[config.mk]
export PLATFORM = sky130hd
export DESIGN_NAME = multichannel_moving_average_top_flat
export DESIGN_NICKNAME = d
export VERILOG_FILES = /design/src/rtl/core/mma_pkg.sv /design/src/rtl/core/mma_in_if.sv /design/src/rtl/core/mma_out_if.sv /design/src/rtl/core/mma_div.sv /design/src/rtl/core/mma_lane.sv /design/src/rtl/core/multichannel_moving_average_top.sv /design/src/flat_wrapper.sv
export SDC_FILE = /design/constraint.sdc
export NUM_CORES = 2
export LEC_CHECK = 0
export BUFFER_PORTS_ARGS = -buffer_cell sky130_fd_sc_hd__buf_4
export CAP_MARGIN = 10
export CORE_MARGIN = 2
export CORE_UTILIZATION = 35
export DETAILED_ROUTE_END_ITERATION = 16
export PLACE_DENSITY = 0.6
export RECOVER_POWER = 25
export SLEW_MARGIN = 5
export SYNTH_ARGS = -nofsm -noshare
export SYNTH_HDL_FRONTEND = slang
export SYNTH_HIERARCHICAL = 1
export SYNTH_SLANG_ARGS = --single-unit
export TNS_END_PERCENT = 20
[constraint.sdc]
create_clock -name clk -period 17.85 [get_ports clk]
set_input_delay 3.57 -clock clk [delete_from_list [all_inputs] [get_ports clk]]
set_output_delay 3.57 -clock clk [all_outputs]
set_load 0.01 [all_outputs]
[src/rtl/core/mma_pkg.sv]
// Shared constants and types of the multichannel moving average block.
package mma_pkg;

  localparam int DATA_W         = 16;
  localparam int NUM_LANES      = 9;
  localparam int LEN_W          = 5;
  localparam int WINDOW_MAX_DEF = 16;

  localparam logic [LEN_W-1:0] RESET_LENGTH = LEN_W'(5);

  // Per-item control that the sequencer hands to every lane.
  typedef struct packed {
    logic clear;       // drop the running sum after a window length write
    logic accept;      // a new word is taken: write history, read leaving sample
    logic update;      // fold the new and the leaving sample into the sum, start divide
    logic drop_valid;  // leaving sample was written since the last clear
  } lane_ctrl_t;

endpackage

[src/rtl/core/mma_in_if.sv]
// Input channel carrying one nine-axis sample set per word.
interface mma_in_if;
  logic                              valid;
  logic                              ready;
  logic signed [mma_pkg::DATA_W-1:0] acc_x;
  logic signed [mma_pkg::DATA_W-1:0] acc_y;
  logic signed [mma_pkg::DATA_W-1:0] acc_z;
  logic signed [mma_pkg::DATA_W-1:0] gyro_x;
  logic signed [mma_pkg::DATA_W-1:0] gyro_y;
  logic signed [mma_pkg::DATA_W-1:0] gyro_z;
  logic signed [mma_pkg::DATA_W-1:0] mag_x;
  logic signed [mma_pkg::DATA_W-1:0] mag_y;
  logic signed [mma_pkg::DATA_W-1:0] mag_z;

  modport source (
    output valid, acc_x, acc_y, acc_z, gyro_x, gyro_y, gyro_z, mag_x, mag_y, mag_z,
    input  ready
  );
  modport sink (
    input  valid, acc_x, acc_y, acc_z, gyro_x, gyro_y, gyro_z, mag_x, mag_y, mag_z,
    output ready
  );
endinterface

[src/rtl/core/mma_out_if.sv]
// Result channel carrying the nine window means per word.
interface mma_out_if;
  logic                              valid;
  logic                              ready;
  logic signed [mma_pkg::DATA_W-1:0] acc_x_mean;
  logic signed [mma_pkg::DATA_W-1:0] acc_y_mean;
  logic signed [mma_pkg::DATA_W-1:0] acc_z_mean;
  logic signed [mma_pkg::DATA_W-1:0] gyro_x_mean;
  logic signed [mma_pkg::DATA_W-1:0] gyro_y_mean;
  logic signed [mma_pkg::DATA_W-1:0] gyro_z_mean;
  logic signed [mma_pkg::DATA_W-1:0] mag_x_mean;
  logic signed [mma_pkg::DATA_W-1:0] mag_y_mean;
  logic signed [mma_pkg::DATA_W-1:0] mag_z_mean;

  modport source (
    output valid, acc_x_mean, acc_y_mean, acc_z_mean, gyro_x_mean, gyro_y_mean,
           gyro_z_mean, mag_x_mean, mag_y_mean, mag_z_mean,
    input  ready
  );
  modport sink (
    input  valid, acc_x_mean, acc_y_mean, acc_z_mean, gyro_x_mean, gyro_y_mean,
           gyro_z_mean, mag_x_mean, mag_y_mean, mag_z_mean,
    output ready
  );
endinterface

[src/rtl/core/mma_div.sv]
// Radix-2 restoring divider of a signed sum by a small unsigned window length.
module mma_div #(
  parameter int DIVIDEND_W = 20
) (
  input  logic                          clk,
  input  logic                          rst_n,
  input  logic                          start,
  input  logic signed [DIVIDEND_W-1:0]  dividend,
  input  logic [mma_pkg::LEN_W-1:0]     divisor,
  output logic signed [DIVIDEND_W-1:0]  quotient,
  output logic                          done
);

  localparam int CNT_W = $clog2(DIVIDEND_W + 1);
  localparam int LW    = mma_pkg::LEN_W;

  logic                  busy_r;
  logic                  done_r;
  logic [CNT_W-1:0]      cnt_r;
  logic                  neg_r;
  logic [LW-1:0]         div_r;
  logic [LW-1:0]         rem_r;
  logic [LW-1:0]         rem_nxt;
  logic [DIVIDEND_W-1:0] quo_r;
  logic [DIVIDEND_W-1:0] mag;
  logic [LW:0]           trial;
  logic [LW:0]           diff;
  logic                  fits;

  // Magnitude of the most negative sum wraps to the right unsigned value.
  assign mag   = dividend[DIVIDEND_W-1] ? (DIVIDEND_W'(0) - dividend) : dividend;
  assign trial = {rem_r, quo_r[DIVIDEND_W-1]};
  assign diff  = trial - {1'b0, div_r};
  assign fits  = (trial >= {1'b0, div_r});

  always_comb begin
    if (fits) begin
      rem_nxt = diff[LW-1:0];
    end else begin
      rem_nxt = trial[LW-1:0];
    end
  end

  always_ff @(posedge clk) begin
    if (!rst_n) begin
      busy_r <= 1'b0;
      done_r <= 1'b0;
      cnt_r  <= '0;
    end else if (start) begin
      busy_r <= 1'b1;
      done_r <= 1'b0;
      cnt_r  <= CNT_W'(DIVIDEND_W);
    end else if (busy_r) begin
      cnt_r <= cnt_r - 1'b1;
      if (cnt_r == CNT_W'(1)) begin
        busy_r <= 1'b0;
        done_r <= 1'b1;
      end
    end
  end

  always_ff @(posedge clk) begin
    if (start) begin
      quo_r <= mag;
      rem_r <= '0;
      div_r <= divisor;
      neg_r <= dividend[DIVIDEND_W-1];
    end else if (busy_r) begin
      quo_r <= {quo_r[DIVIDEND_W-2:0], fits};
      rem_r <= rem_nxt;
    end
  end

  // Truncation toward zero: divide magnitudes, then restore the sign.
  assign quotient = neg_r ? signed'(DIVIDEND_W'(0) - quo_r) : signed'(quo_r);
  assign done     = done_r;

endmodule

[src/rtl/core/mma_lane.sv]
// One channel of the filter: sample history, running sum and divider.
module mma_lane #(
  parameter int WINDOW_MAX = mma_pkg::WINDOW_MAX_DEF
) (
  input  logic                               clk,
  input  logic                               rst_n,
  input  mma_pkg::lane_ctrl_t                ctrl,
  input  logic [$clog2(WINDOW_MAX)-1:0]      wr_addr,
  input  logic [$clog2(WINDOW_MAX)-1:0]      rd_addr,
  input  logic signed [mma_pkg::DATA_W-1:0]  sample_in,
  input  logic [mma_pkg::LEN_W-1:0]          divisor,
  output logic signed [mma_pkg::DATA_W-1:0]  mean,
  output logic                               done
);

  localparam int DW    = mma_pkg::DATA_W;
  localparam int SUM_W = DW + $clog2(WINDOW_MAX);

  logic signed [DW-1:0]    hist_mem [WINDOW_MAX];
  logic signed [DW-1:0]    rd_data_r;
  logic signed [DW-1:0]    sample_r;
  logic signed [DW-1:0]    leaving;
  logic signed [SUM_W-1:0] sum_r;
  logic signed [SUM_W-1:0] sum_nxt;
  logic signed [SUM_W-1:0] quotient;

  // Read happens before the write, so a full window sees the overwritten sample.
  always_ff @(posedge clk) begin
    if (ctrl.accept) begin
      hist_mem[wr_addr] <= sample_in;
      rd_data_r         <= hist_mem[rd_addr];
      sample_r          <= sample_in;
    end
  end

  assign leaving = ctrl.drop_valid ? rd_data_r : '0;
  assign sum_nxt = sum_r + SUM_W'(sample_r) - SUM_W'(leaving);

  always_ff @(posedge clk) begin
    if (!rst_n) begin
      sum_r <= '0;
    end else if (ctrl.clear) begin
      sum_r <= '0;
    end else if (ctrl.update) begin
      sum_r <= sum_nxt;
    end
  end

  mma_div #(
    .DIVIDEND_W (SUM_W)
  ) u_div (
    .clk      (clk),
    .rst_n    (rst_n),
    .start    (ctrl.update),
    .dividend (sum_nxt),
    .divisor  (divisor),
    .quotient (quotient),
    .done     (done)
  );

  assign mean = signed'(quotient[DW-1:0]);

endmodule

[src/rtl/core/multichannel_moving_average_top.sv]
// Top level of the nine-channel boxcar moving average filter.
//
//   Channel   Direction  Handshake              Word
//   in_ch     in         valid/ready            nine signed 16-bit samples
//   out_ch    out        valid/ready            nine signed 16-bit window means
//   cfg       in         cfg_wr_en, no ready    5-bit window length
//
// One word passes through the accept, the sum update and a bit-serial divide
// over every bit of the sum, then the load of the result register; a new word
// is taken only once the previous one has left the lanes.
// The serial divider in each lane bounds the word rate; all nine lanes run at once.
// Reset is synchronous; it restores a window length of 5 and an empty history.
// A finished result waits in the output register while the next word is taken;
// a stalled output only holds the lanes once their next result is ready.
module multichannel_moving_average_top #(
  parameter int WINDOW_MAX = mma_pkg::WINDOW_MAX_DEF
) (
  input  logic                          clk,
  input  logic                          rst_n,
  mma_in_if.sink                        in_ch,
  mma_out_if.source                     out_ch,
  input  logic                          cfg_wr_en,
  input  logic [mma_pkg::LEN_W-1:0]     cfg_wr_data
);

  localparam int DW     = mma_pkg::DATA_W;
  localparam int LANES  = mma_pkg::NUM_LANES;
  localparam int LW     = mma_pkg::LEN_W;
  localparam int IDX_W  = $clog2(WINDOW_MAX);
  localparam int FILL_W = $clog2(WINDOW_MAX + 1);
  localparam int D_W    = IDX_W + LW + 1;

  typedef enum logic [2:0] {
    S_IDLE = 3'b001,
    S_SUM  = 3'b010,
    S_DIV  = 3'b100
  } state_t;

  state_t              state_r;
  state_t              state_nxt;
  logic [LW-1:0]       wlen_r;
  logic [LW-1:0]       eff_len;
  logic [IDX_W-1:0]    pos_r;
  logic [FILL_W-1:0]   fill_r;
  logic [IDX_W-1:0]    drop_addr;
  logic [D_W-1:0]      drop_diff;
  logic                drop_valid_r;
  logic                accept;
  logic                done_all;
  logic                load_out;
  logic                out_valid_r;
  logic [LANES-1:0]    lane_done;
  mma_pkg::lane_ctrl_t lane_ctrl;

  logic signed [DW-1:0] samples [LANES];
  logic signed [DW-1:0] means   [LANES];
  logic signed [DW-1:0] mean_r  [LANES];

  // The sequencer takes a new word only between items; the user must make configuration
  // writes only while idle, and the block itself does not enforce it.
  assign in_ch.ready = (state_r == S_IDLE);
  assign accept      = in_ch.valid && in_ch.ready;
  assign done_all    = &lane_done;
  assign load_out    = (state_r == S_DIV) && done_all && (!out_valid_r || out_ch.ready);

  // Zero counts as a window of one; lengths beyond the history saturate.
  always_comb begin
    if (wlen_r == '0) begin
      eff_len = LW'(1);
    end else if (int'(wlen_r) > WINDOW_MAX) begin
      eff_len = LW'(WINDOW_MAX);
    end else begin
      eff_len = wlen_r;
    end
  end

  // The sample leaving the window sits eff_len slots behind the write pointer.
  always_comb begin
    drop_diff = D_W'(pos_r) - D_W'(eff_len);
    if (drop_diff[D_W-1]) begin
      drop_diff = drop_diff + D_W'(WINDOW_MAX);
    end
    drop_addr = drop_diff[IDX_W-1:0];
  end

  always_comb begin
    state_nxt = state_r;
    unique case (state_r)
      S_IDLE: begin
        if (accept) begin
          state_nxt = S_SUM;
        end
      end
      S_SUM: begin
        state_nxt = S_DIV;
      end
      S_DIV: begin
        if (load_out) begin
          state_nxt = S_IDLE;
        end
      end
      default: begin
        state_nxt = S_IDLE;
      end
    endcase
  end

  always_ff @(posedge clk) begin
    if (!rst_n) begin
      state_r      <= S_IDLE;
      wlen_r       <= mma_pkg::RESET_LENGTH;
      pos_r        <= '0;
      fill_r       <= '0;
      drop_valid_r <= 1'b0;
      out_valid_r  <= 1'b0;
    end else begin
      state_r <= state_nxt;
      if (cfg_wr_en) begin
        // A new window length starts over with an empty history.
        wlen_r <= cfg_wr_data;
        pos_r  <= '0;
        fill_r <= '0;
      end else if (accept) begin
        // Entries below the fill count were written since the last clear.
        drop_valid_r <= (FILL_W'(drop_addr) < fill_r);
        if (int'(pos_r) == WINDOW_MAX - 1) begin
          pos_r <= '0;
        end else begin
          pos_r <= pos_r + 1'b1;
        end
        if (int'(fill_r) < WINDOW_MAX) begin
          fill_r <= fill_r + 1'b1;
        end
      end
      if (load_out) begin
        out_valid_r <= 1'b1;
      end else if (out_ch.ready) begin
        out_valid_r <= 1'b0;
      end
    end
  end

  assign lane_ctrl.clear      = cfg_wr_en;
  assign lane_ctrl.accept     = accept;
  assign lane_ctrl.update     = (state_r == S_SUM);
  assign lane_ctrl.drop_valid = drop_valid_r;

  assign samples[0] = in_ch.acc_x;
  assign samples[1] = in_ch.acc_y;
  assign samples[2] = in_ch.acc_z;
  assign samples[3] = in_ch.gyro_x;
  assign samples[4] = in_ch.gyro_y;
  assign samples[5] = in_ch.gyro_z;
  assign samples[6] = in_ch.mag_x;
  assign samples[7] = in_ch.mag_y;
  assign samples[8] = in_ch.mag_z;

  for (genvar g = 0; g < LANES; g++) begin : g_lane
    mma_lane #(
      .WINDOW_MAX (WINDOW_MAX)
    ) u_lane (
      .clk       (clk),
      .rst_n     (rst_n),
      .ctrl      (lane_ctrl),
      .wr_addr   (pos_r),
      .rd_addr   (drop_addr),
      .sample_in (samples[g]),
      .divisor   (eff_len),
      .mean      (means[g]),
      .done      (lane_done[g])
    );
  end

  // Merge stage: the nine lane means are gathered into one result word.
  always_ff @(posedge clk) begin
    if (load_out) begin
      for (int i = 0; i < LANES; i++) begin
        mean_r[i] <= means[i];
      end
    end
  end

  assign out_ch.valid       = out_valid_r;
  assign out_ch.acc_x_mean  = mean_r[0];
  assign out_ch.acc_y_mean  = mean_r[1];
  assign out_ch.acc_z_mean  = mean_r[2];
  assign out_ch.gyro_x_mean = mean_r[3];
  assign out_ch.gyro_y_mean = mean_r[4];
  assign out_ch.gyro_z_mean = mean_r[5];
  assign out_ch.mag_x_mean  = mean_r[6];
  assign out_ch.mag_y_mean  = mean_r[7];
  assign out_ch.mag_z_mean  = mean_r[8];

`ifndef SYNTH
  // The fill count never runs past the history depth.
  a_fill_bound: assert property (@(posedge clk) disable iff (!rst_n)
    int'(fill_r) <= WINDOW_MAX)
    else $error("fill count exceeds history depth");

  // A new result appears only once every lane has finished dividing.
  a_out_after_div: assert property (@(posedge clk) disable iff (!rst_n)
    $rose(out_valid_r) |-> $past(done_all))
    else $error("result raised before the dividers finished");

  // No word is taken while the lanes are dividing.
  a_no_accept_in_div: assert property (@(posedge clk) disable iff (!rst_n)
    (state_r == S_DIV) |-> !in_ch.ready)
    else $error("input ready while dividing");

  // A window length write empties the history.
  a_cfg_clears: assert property (@(posedge clk) disable iff (!rst_n)
    cfg_wr_en |=> (fill_r == '0) && (pos_r == '0))
    else $error("window length write did not clear the history");
`endif

endmodule

[src/flat_wrapper.sv]
// flat-port wrapper written by rule: the top's interface ports become plain ports
module multichannel_moving_average_top_flat 
#(
  parameter int WINDOW_MAX = mma_pkg::WINDOW_MAX_DEF
)
  (clk, rst_n, cfg_wr_en, cfg_wr_data, in_ch_valid, in_ch_acc_x, in_ch_acc_y, in_ch_acc_z, in_ch_gyro_x, in_ch_gyro_y, in_ch_gyro_z, in_ch_mag_x, in_ch_mag_y, in_ch_mag_z, in_ch_ready, out_ch_valid, out_ch_acc_x_mean, out_ch_acc_y_mean, out_ch_acc_z_mean, out_ch_gyro_x_mean, out_ch_gyro_y_mean, out_ch_gyro_z_mean, out_ch_mag_x_mean, out_ch_mag_y_mean, out_ch_mag_z_mean, out_ch_ready);
  mma_in_if in_ch_i ();
  mma_out_if out_ch_i ();
  input  logic clk;
  input  logic rst_n;
  input  logic cfg_wr_en;
  input  logic [mma_pkg::LEN_W-1:0] cfg_wr_data;
  input wire logic [$bits(in_ch_i.valid)-1:0] in_ch_valid;
  input wire logic [$bits(in_ch_i.acc_x)-1:0] in_ch_acc_x;
  input wire logic [$bits(in_ch_i.acc_y)-1:0] in_ch_acc_y;
  input wire logic [$bits(in_ch_i.acc_z)-1:0] in_ch_acc_z;
  input wire logic [$bits(in_ch_i.gyro_x)-1:0] in_ch_gyro_x;
  input wire logic [$bits(in_ch_i.gyro_y)-1:0] in_ch_gyro_y;
  input wire logic [$bits(in_ch_i.gyro_z)-1:0] in_ch_gyro_z;
  input wire logic [$bits(in_ch_i.mag_x)-1:0] in_ch_mag_x;
  input wire logic [$bits(in_ch_i.mag_y)-1:0] in_ch_mag_y;
  input wire logic [$bits(in_ch_i.mag_z)-1:0] in_ch_mag_z;
  output wire logic [$bits(in_ch_i.ready)-1:0] in_ch_ready;
  output wire logic [$bits(out_ch_i.valid)-1:0] out_ch_valid;
  output wire logic [$bits(out_ch_i.acc_x_mean)-1:0] out_ch_acc_x_mean;
  output wire logic [$bits(out_ch_i.acc_y_mean)-1:0] out_ch_acc_y_mean;
  output wire logic [$bits(out_ch_i.acc_z_mean)-1:0] out_ch_acc_z_mean;
  output wire logic [$bits(out_ch_i.gyro_x_mean)-1:0] out_ch_gyro_x_mean;
  output wire logic [$bits(out_ch_i.gyro_y_mean)-1:0] out_ch_gyro_y_mean;
  output wire logic [$bits(out_ch_i.gyro_z_mean)-1:0] out_ch_gyro_z_mean;
  output wire logic [$bits(out_ch_i.mag_x_mean)-1:0] out_ch_mag_x_mean;
  output wire logic [$bits(out_ch_i.mag_y_mean)-1:0] out_ch_mag_y_mean;
  output wire logic [$bits(out_ch_i.mag_z_mean)-1:0] out_ch_mag_z_mean;
  input wire logic [$bits(out_ch_i.ready)-1:0] out_ch_ready;
  assign in_ch_i.valid = in_ch_valid;
  assign in_ch_i.acc_x = in_ch_acc_x;
  assign in_ch_i.acc_y = in_ch_acc_y;
  assign in_ch_i.acc_z = in_ch_acc_z;
  assign in_ch_i.gyro_x = in_ch_gyro_x;
  assign in_ch_i.gyro_y = in_ch_gyro_y;
  assign in_ch_i.gyro_z = in_ch_gyro_z;
  assign in_ch_i.mag_x = in_ch_mag_x;
  assign in_ch_i.mag_y = in_ch_mag_y;
  assign in_ch_i.mag_z = in_ch_mag_z;
  assign in_ch_ready = in_ch_i.ready;
  assign out_ch_valid = out_ch_i.valid;
  assign out_ch_acc_x_mean = out_ch_i.acc_x_mean;
  assign out_ch_acc_y_mean = out_ch_i.acc_y_mean;
  assign out_ch_acc_z_mean = out_ch_i.acc_z_mean;
  assign out_ch_gyro_x_mean = out_ch_i.gyro_x_mean;
  assign out_ch_gyro_y_mean = out_ch_i.gyro_y_mean;
  assign out_ch_gyro_z_mean = out_ch_i.gyro_z_mean;
  assign out_ch_mag_x_mean = out_ch_i.mag_x_mean;
  assign out_ch_mag_y_mean = out_ch_i.mag_y_mean;
  assign out_ch_mag_z_mean = out_ch_i.mag_z_mean;
  assign out_ch_i.ready = out_ch_ready;
  multichannel_moving_average_top #(.WINDOW_MAX(WINDOW_MAX)) u_core (.clk(clk), .rst_n(rst_n), .in_ch(in_ch_i), .out_ch(out_ch_i), .cfg_wr_en(cfg_wr_en), .cfg_wr_data(cfg_wr_data));
endmodule
# [Word-level counts from Yosys, hierarchy flattened]
# Memories as Yosys holds them, arrays and structs flattened. A register that Yosys moved wholly into a read port is not among the register bits.
# Cells that the tools add are included.
[word_totals] register_bits=645 ram_bits=2448 inputBits=154 output_inout_bits=146 elab_cells=328 memories=10
[mem_list] memory="u_core.g_lane[0].u_lane.hist_mem" words=16 width=16 rd=1 rd_ports_with_merged_regs=1 write_ports=1 line="mma_lane.sv:19" rtl="logic signed [DW-1:0] hist_mem [WINDOW_MAX];"
[mem_list] memory="u_core.g_lane[1].u_lane.hist_mem" words=16 width=16 rd=1 rd_ports_with_merged_regs=1 write_ports=1 line="mma_lane.sv:19"
[mem_list] memory="u_core.g_lane[2].u_lane.hist_mem" words=16 width=16 rd=1 rd_ports_with_merged_regs=1 write_ports=1 line="mma_lane.sv:19"
[mem_list] memory="u_core.g_lane[3].u_lane.hist_mem" words=16 width=16 rd=1 rd_ports_with_merged_regs=1 write_ports=1 line="mma_lane.sv:19"
[mem_list] memory="u_core.g_lane[4].u_lane.hist_mem" words=16 width=16 rd=1 rd_ports_with_merged_regs=1 write_ports=1 line="mma_lane.sv:19"
[mem_list] memory="u_core.g_lane[5].u_lane.hist_mem" words=16 width=16 rd=1 rd_ports_with_merged_regs=1 write_ports=1 line="mma_lane.sv:19"
[mem_list] memory="+4 memories"
[op_classes] add_sub_neg=58 order_cmp=12 eq_ne=15 mux=112 n_bitwise=2 n_reduce_logical=31
[ops] operator="20-bit 2-to-1 mux" n=27
[ops] operator="16-bit 2-to-1 mux" n=18
[ops] operator="20-bit by 16-bit adder with 20-bit output" n=9
[ops] operator="1-bit by 20-bit subtractor with 20-bit output (first input constant)" n=9
[ops] operator="20-bit by 16-bit subtractor with 20-bit output" n=9
[ops] operator="5-bit 2-to-1 mux" n=29
[ops] operator="1-bit by 16-bit subtractor with 16-bit output (first input constant)" n=9
[ops] operator="6-bit by 5-bit >= comparator with 1-bit output" n=9
[ops] operator="5-bit by 1-bit == test with 1-bit output (second input constant)" n=9
[ops] operator="5-bit by 1-bit subtractor with 5-bit output (second input constant)" n=9
[ops] operator="5-bit subtractor" n=9
[ops] operator="1-bit 2-to-1 mux" n=33
[ops] operator="2-bit AND reduction" n=12
[ops] operator="2-bit nonzero test" n=10
[ops] operator="3-bit one-hot mux with 3 select lines" n=1
[ops] operator="9-bit AND reduction" n=1
[ops] operator="4-bit by 1-bit adder with 4-bit output (second input constant)" n=2
[ops] operator="4-bit 2-to-1 mux" n=2
[ops] operator="3-bit 2-to-1 mux" n=2
[ops] operator="4-bit by 5-bit subtractor with 6-bit output" n=1
[ops] operator="5-bit by 1-bit adder with 5-bit output (second input constant)" n=1
[ops] operator="5-bit greater-than comparator (second input constant)" n=1
[ops] operator="5-bit logical NOT" n=1
[ops] operator="4-bit by 5-bit < comparator with 1-bit output" n=1
[ops] operator="12 further kinds" n=16

# [Longest topological paths before layout]
[logic_depth] word_depth=7 ltp_mapped=20

# [Cells and area by module]
# The synthesis kept the hierarchy.
[modules_own_cells] mod="mma_lane (u_core.g_lane[3].u_lane ...)" instances=5 cells_each=725 area_each_um2=13162.6
[modules_own_cells] mod="mma_lane (u_core.g_lane[0].u_lane ...)" instances=3 cells_each=728 area_each_um2=13223.9
[modules_own_cells] mod="mma_lane (u_core.g_lane[8].u_lane)" instances=1 cells_each=739 area_each_um2=13252.7
[modules_own_cells] mod="mma_div (u_core.g_lane[3].u_lane.u_div ...)" instances=4 cells_each=300 area_each_um2=2671.3
[modules_own_cells] mod="mma_div (u_core.g_lane[1].u_lane.u_div ...)" instances=4 cells_each=299 area_each_um2=2653.8
[modules_own_cells] mod="multichannel_moving_average_top" instances=1 cells_each=264 area_each_um2=5388.9
[modules_own_cells] mod="mma_div (u_core.g_lane[0].u_lane.u_div)" instances=1 cells_each=293 area_each_um2=2657.5

# [Worst setup path before layout]
# No wires, ideal clock.
[synth_timing] path_type="in2reg" from="input port in_ch_valid" to="memory u_core/g_lane[0].u_lane/hist_mem[12][0] (netlist bit), enable pin" arrival_time_ns=15.156 t_required_ns=17.440 slack_ns=2.284 stages=4 path_buffers=1 cell_sequence="and4bb_2 -> clkbuf_1 -> nand3_1 -> nor3_1"
[synth_between] elab_chain_cells=3
[synth_rtl] item="start: declaration" line="flat_wrapper.sv:13" rtl="input wire logic [$bits(in_ch_i.valid)-1:0] in_ch_valid;"
[synth_rtl] item="1-bit logical AND" line="multichannel_moving_average_top.sv:62" rtl="assign accept = in_ch.valid && in_ch.ready;"
[synth_rtl] item="via u_core.accept" line="multichannel_moving_average_top.sv:48" rtl="logic accept;"
[synth_rtl] item="1-bit 2-to-1 mux" line="mma_lane.sv:29" rtl="if (ctrl.accept) begin"
[synth_rtl] item="1-bit 2-to-1 mux (implied by the code)" line="mma_lane.sv:30" rtl="hist_mem[wr_addr] <= sample_in;"
[synth_rtl] item="end: declaration" line="mma_lane.sv:19"
# The timed path passes the listed nets, and every way through them passes these cells.

==> run_results.csv <==
group,metric,value,unit
pwr,total_power,19550,µW
drt,first_pass_iters,6,
worst_setup_path,crit_fanout,80,
floorplanning,die_area,426200,µm²
layout,final_cell_mix,"2970 x edfxtp_1, 863 x inv_1, 720 x mux4_2",
global_routing,met2_usage,28.04,%
pwr,leakagePower,0.05676,µW
worst_setup_path,reg2reg_slack,9900,ps
layout,nNetsFinal,10448,
sta,slew_headroom,-144.0,%
sta,setup_viol,0,
floorplanning,initial_core_util,35.12,%
sta,rsz0062_at_grt,"false",
pwr,p_sw_share,26.93,%
drt,dr_total_vias,82486,
clock_network,clockRootBuffer,"clkbuf_16",
worst_setup_path,end_kind,"flop",
sta,worst_pin_slew,3660,ps
clock_network,cts_repair_resize_count,0,
sta,hold_violations,0,
layout,syn_to_final_growth,13.87,%
worst_setup_path,worst_ep_arrival_time,8740,ps
clock_network,post_cts_buffers,0,
clock_network,clockBufferDepth,4,
yosys,yosysWarnings,6,
sta,post-route-min-period,7949,ps
global_routing,overflow,0,
pwr,cellInternalPower,14290,µW
sta,fin_tns_setup,0,ps
sta,skew,50.29,ps
yosys,syn_inst,9405,
clock_network,path_clk_slew,70,ps
clock_network,cts_sinks,3277,
layout,drive_above_1_share,18.04,%
clock_network,worstSkewPairLatency,960,ps
worst_setup_path,critPathBufInv,3,
global_routing,grt_util_met3,2.267,%
pwr,switching_power,5266,µW
worst_setup_path,path_delay_family,"buffers and inverters",
worst_setup_path,critPathKind,"reg2reg",
floorplanning,num_io_pins,300,
worst_setup_path,worst_path_max_delay_cell,"clkbuf_1",
sta,maxSlewViolCount,329,
clock_network,htreeDepth,5,
global_routing,grt_pass1_wl,537.7,mm
pwr,pwr-share-seq,44.7,%
sta,period_share,44.53,%
floorplanning,fp.coreArea,419600,µm²
drt,via_per_inst,5.268,
pwr,pwr_density_cell,116.5,nW/µm²
place,portBuffers,299,
drt,drt-wirelength-per-cell,22.91,µm
pwr,ir_drop,0.08166,mV
worst_setup_path,worstPathRequired,18640,ps
worst_setup_path,crit_chain,"nand2b_1 -> nor2_4 -> clkbuf_1 -> clkbuf_1 -> inv_1 -> or3_1 -> nor3_1 -> a22o_1",
global_routing,grt-busiest-layer,"met2",
worst_setup_path,cp_common_cell,"clkbuf_1",
clock_network,hold_buffers,0,
drt,first_iter_violations,6821,
yosys,syn-num-nets,10018,
global_routing,grt_usage,16.48,%
drt,totalWireLength,358.8,mm
worst_setup_path,max_stage_delay,2680,ps
run_status,violations,"capacitance limit, slew limit",
pwr,combPwrFrac,17.7,%
global_routing,grt_max_degree,164,
yosys,syn_area,147300,µm²
sta,clock.fmax,0.1258,GHz
global_routing,antenna_found_initial,50,
drt,ant_nets,0,
layout,mostFrequentLayoutCell,"edfxtp_1",
floorplanning,die_h,652.8,µm
yosys,synth_area_per_cell,15.67,µm²
floorplanning,std_cell_rows,238,
drt,drc_errors,0,
global_routing,grt_pass1_vias,84136,
floorplanning,fp.dieW,652.8,µm
clock_network,cts_buffers,347,
worst_hold_path,hold_class,"reg2reg",
run_status,status,"finished, violations left",
pwr,clkPwrFrac,37.6,%
place,dpl.hpwl,236.5,mm
place,gp_congestion,0.8403,
worst_setup_path,startpoint_type,"flop",
clock_network,cts_tree,"built",
flow_run,maxCapViolCount,5,
global_routing,grt_use_met1,21.80,%
[registers in the layout, indices dropped and copies added, names as in the netlist, 45 cells and up]
register	cells
u_core/g_lane.u_lane/rd_data_r	144
u_core/mean_r	144
u_core/g_lane.u_lane/u_div/div_r	45
u_core/g_lane.u_lane/u_div/cnt_r	45
u_core/g_lane.u_lane/u_div/quo_r	180
u_core/g_lane.u_lane/hist_mem	2304
u_core/g_lane.u_lane/sample_r	144
u_core/g_lane.u_lane/sum_r	180
u_core/g_lane.u_lane/u_div/rem_r	45
[power by group through the flow]
stage               registers (µW)  clock network (µW)  logic (µW)
floorplan                     8860                   0        2540
finish                        8740                7350        3470
global placement              8890                   0        3410
global route                  8750                7840        3780
CTS                           8730                7550        3490
detailed placement            8900                   0        3480
[worst paths after layout]
path,start,to,depth (start not counted)
max,u_core/state_r[0],u_core/g_lane[7].u_lane/u_div/quo_r[19],8
min,u_core/g_lane[8].u_lane/sum_r[7],u_core/g_lane[8].u_lane/sum_r[7],2
max reg2reg,u_core/state_r[0],u_core/g_lane[7].u_lane/u_div/quo_r[19],8
min reg2reg,u_core/g_lane[8].u_lane/sum_r[7],u_core/g_lane[8].u_lane/sum_r[7],2
[metal layers]
metal / routed length [µm] / up-vias
met1: 150600 / 42432
met2: 177200 / 2510
met5: 60 / -
li1: - / 36939
met4: 11210 / 10
met3: 19680 / 595
[tightest hold or removal path, cell delays in order (launching register included)]
cell     delay, ps
dfxtp_1        310
nand2_1         60
a21oi_1         50
[cell type report]
class	instances	area [µm²]
clock buffer	424	9107
multi-input combinational	4845	47240
antenna	16	40.04
fill	37646	251800
sequential	3277	95350
inverter	869	3269
tap	5520	6907
timing repair buffer	495	3376
clock inverter	211	2500
[metrics by stage]
step / hold slack [ps] / setup WS [ps] / cells / util [%] / instance area [µm²]
after floorplan: 439.9 / 2284 / 9405 / - / 147300
after global placement: 459.4 / 10910 / 14998 / 37.29 / 156400
after detailed placement: 465.0 / 10780 / 15005 / 37.31 / 156500
after CTS: 473.6 / 11480 / 15640 / 40.08 / 168200
after global routing: 507.0 / 9139 / 15652 / 39.99 / 167800
final: 470.8 / 9901 / 15657 / 39.99 / 167800
Note: power is estimated with default switching activity, not from simulation.
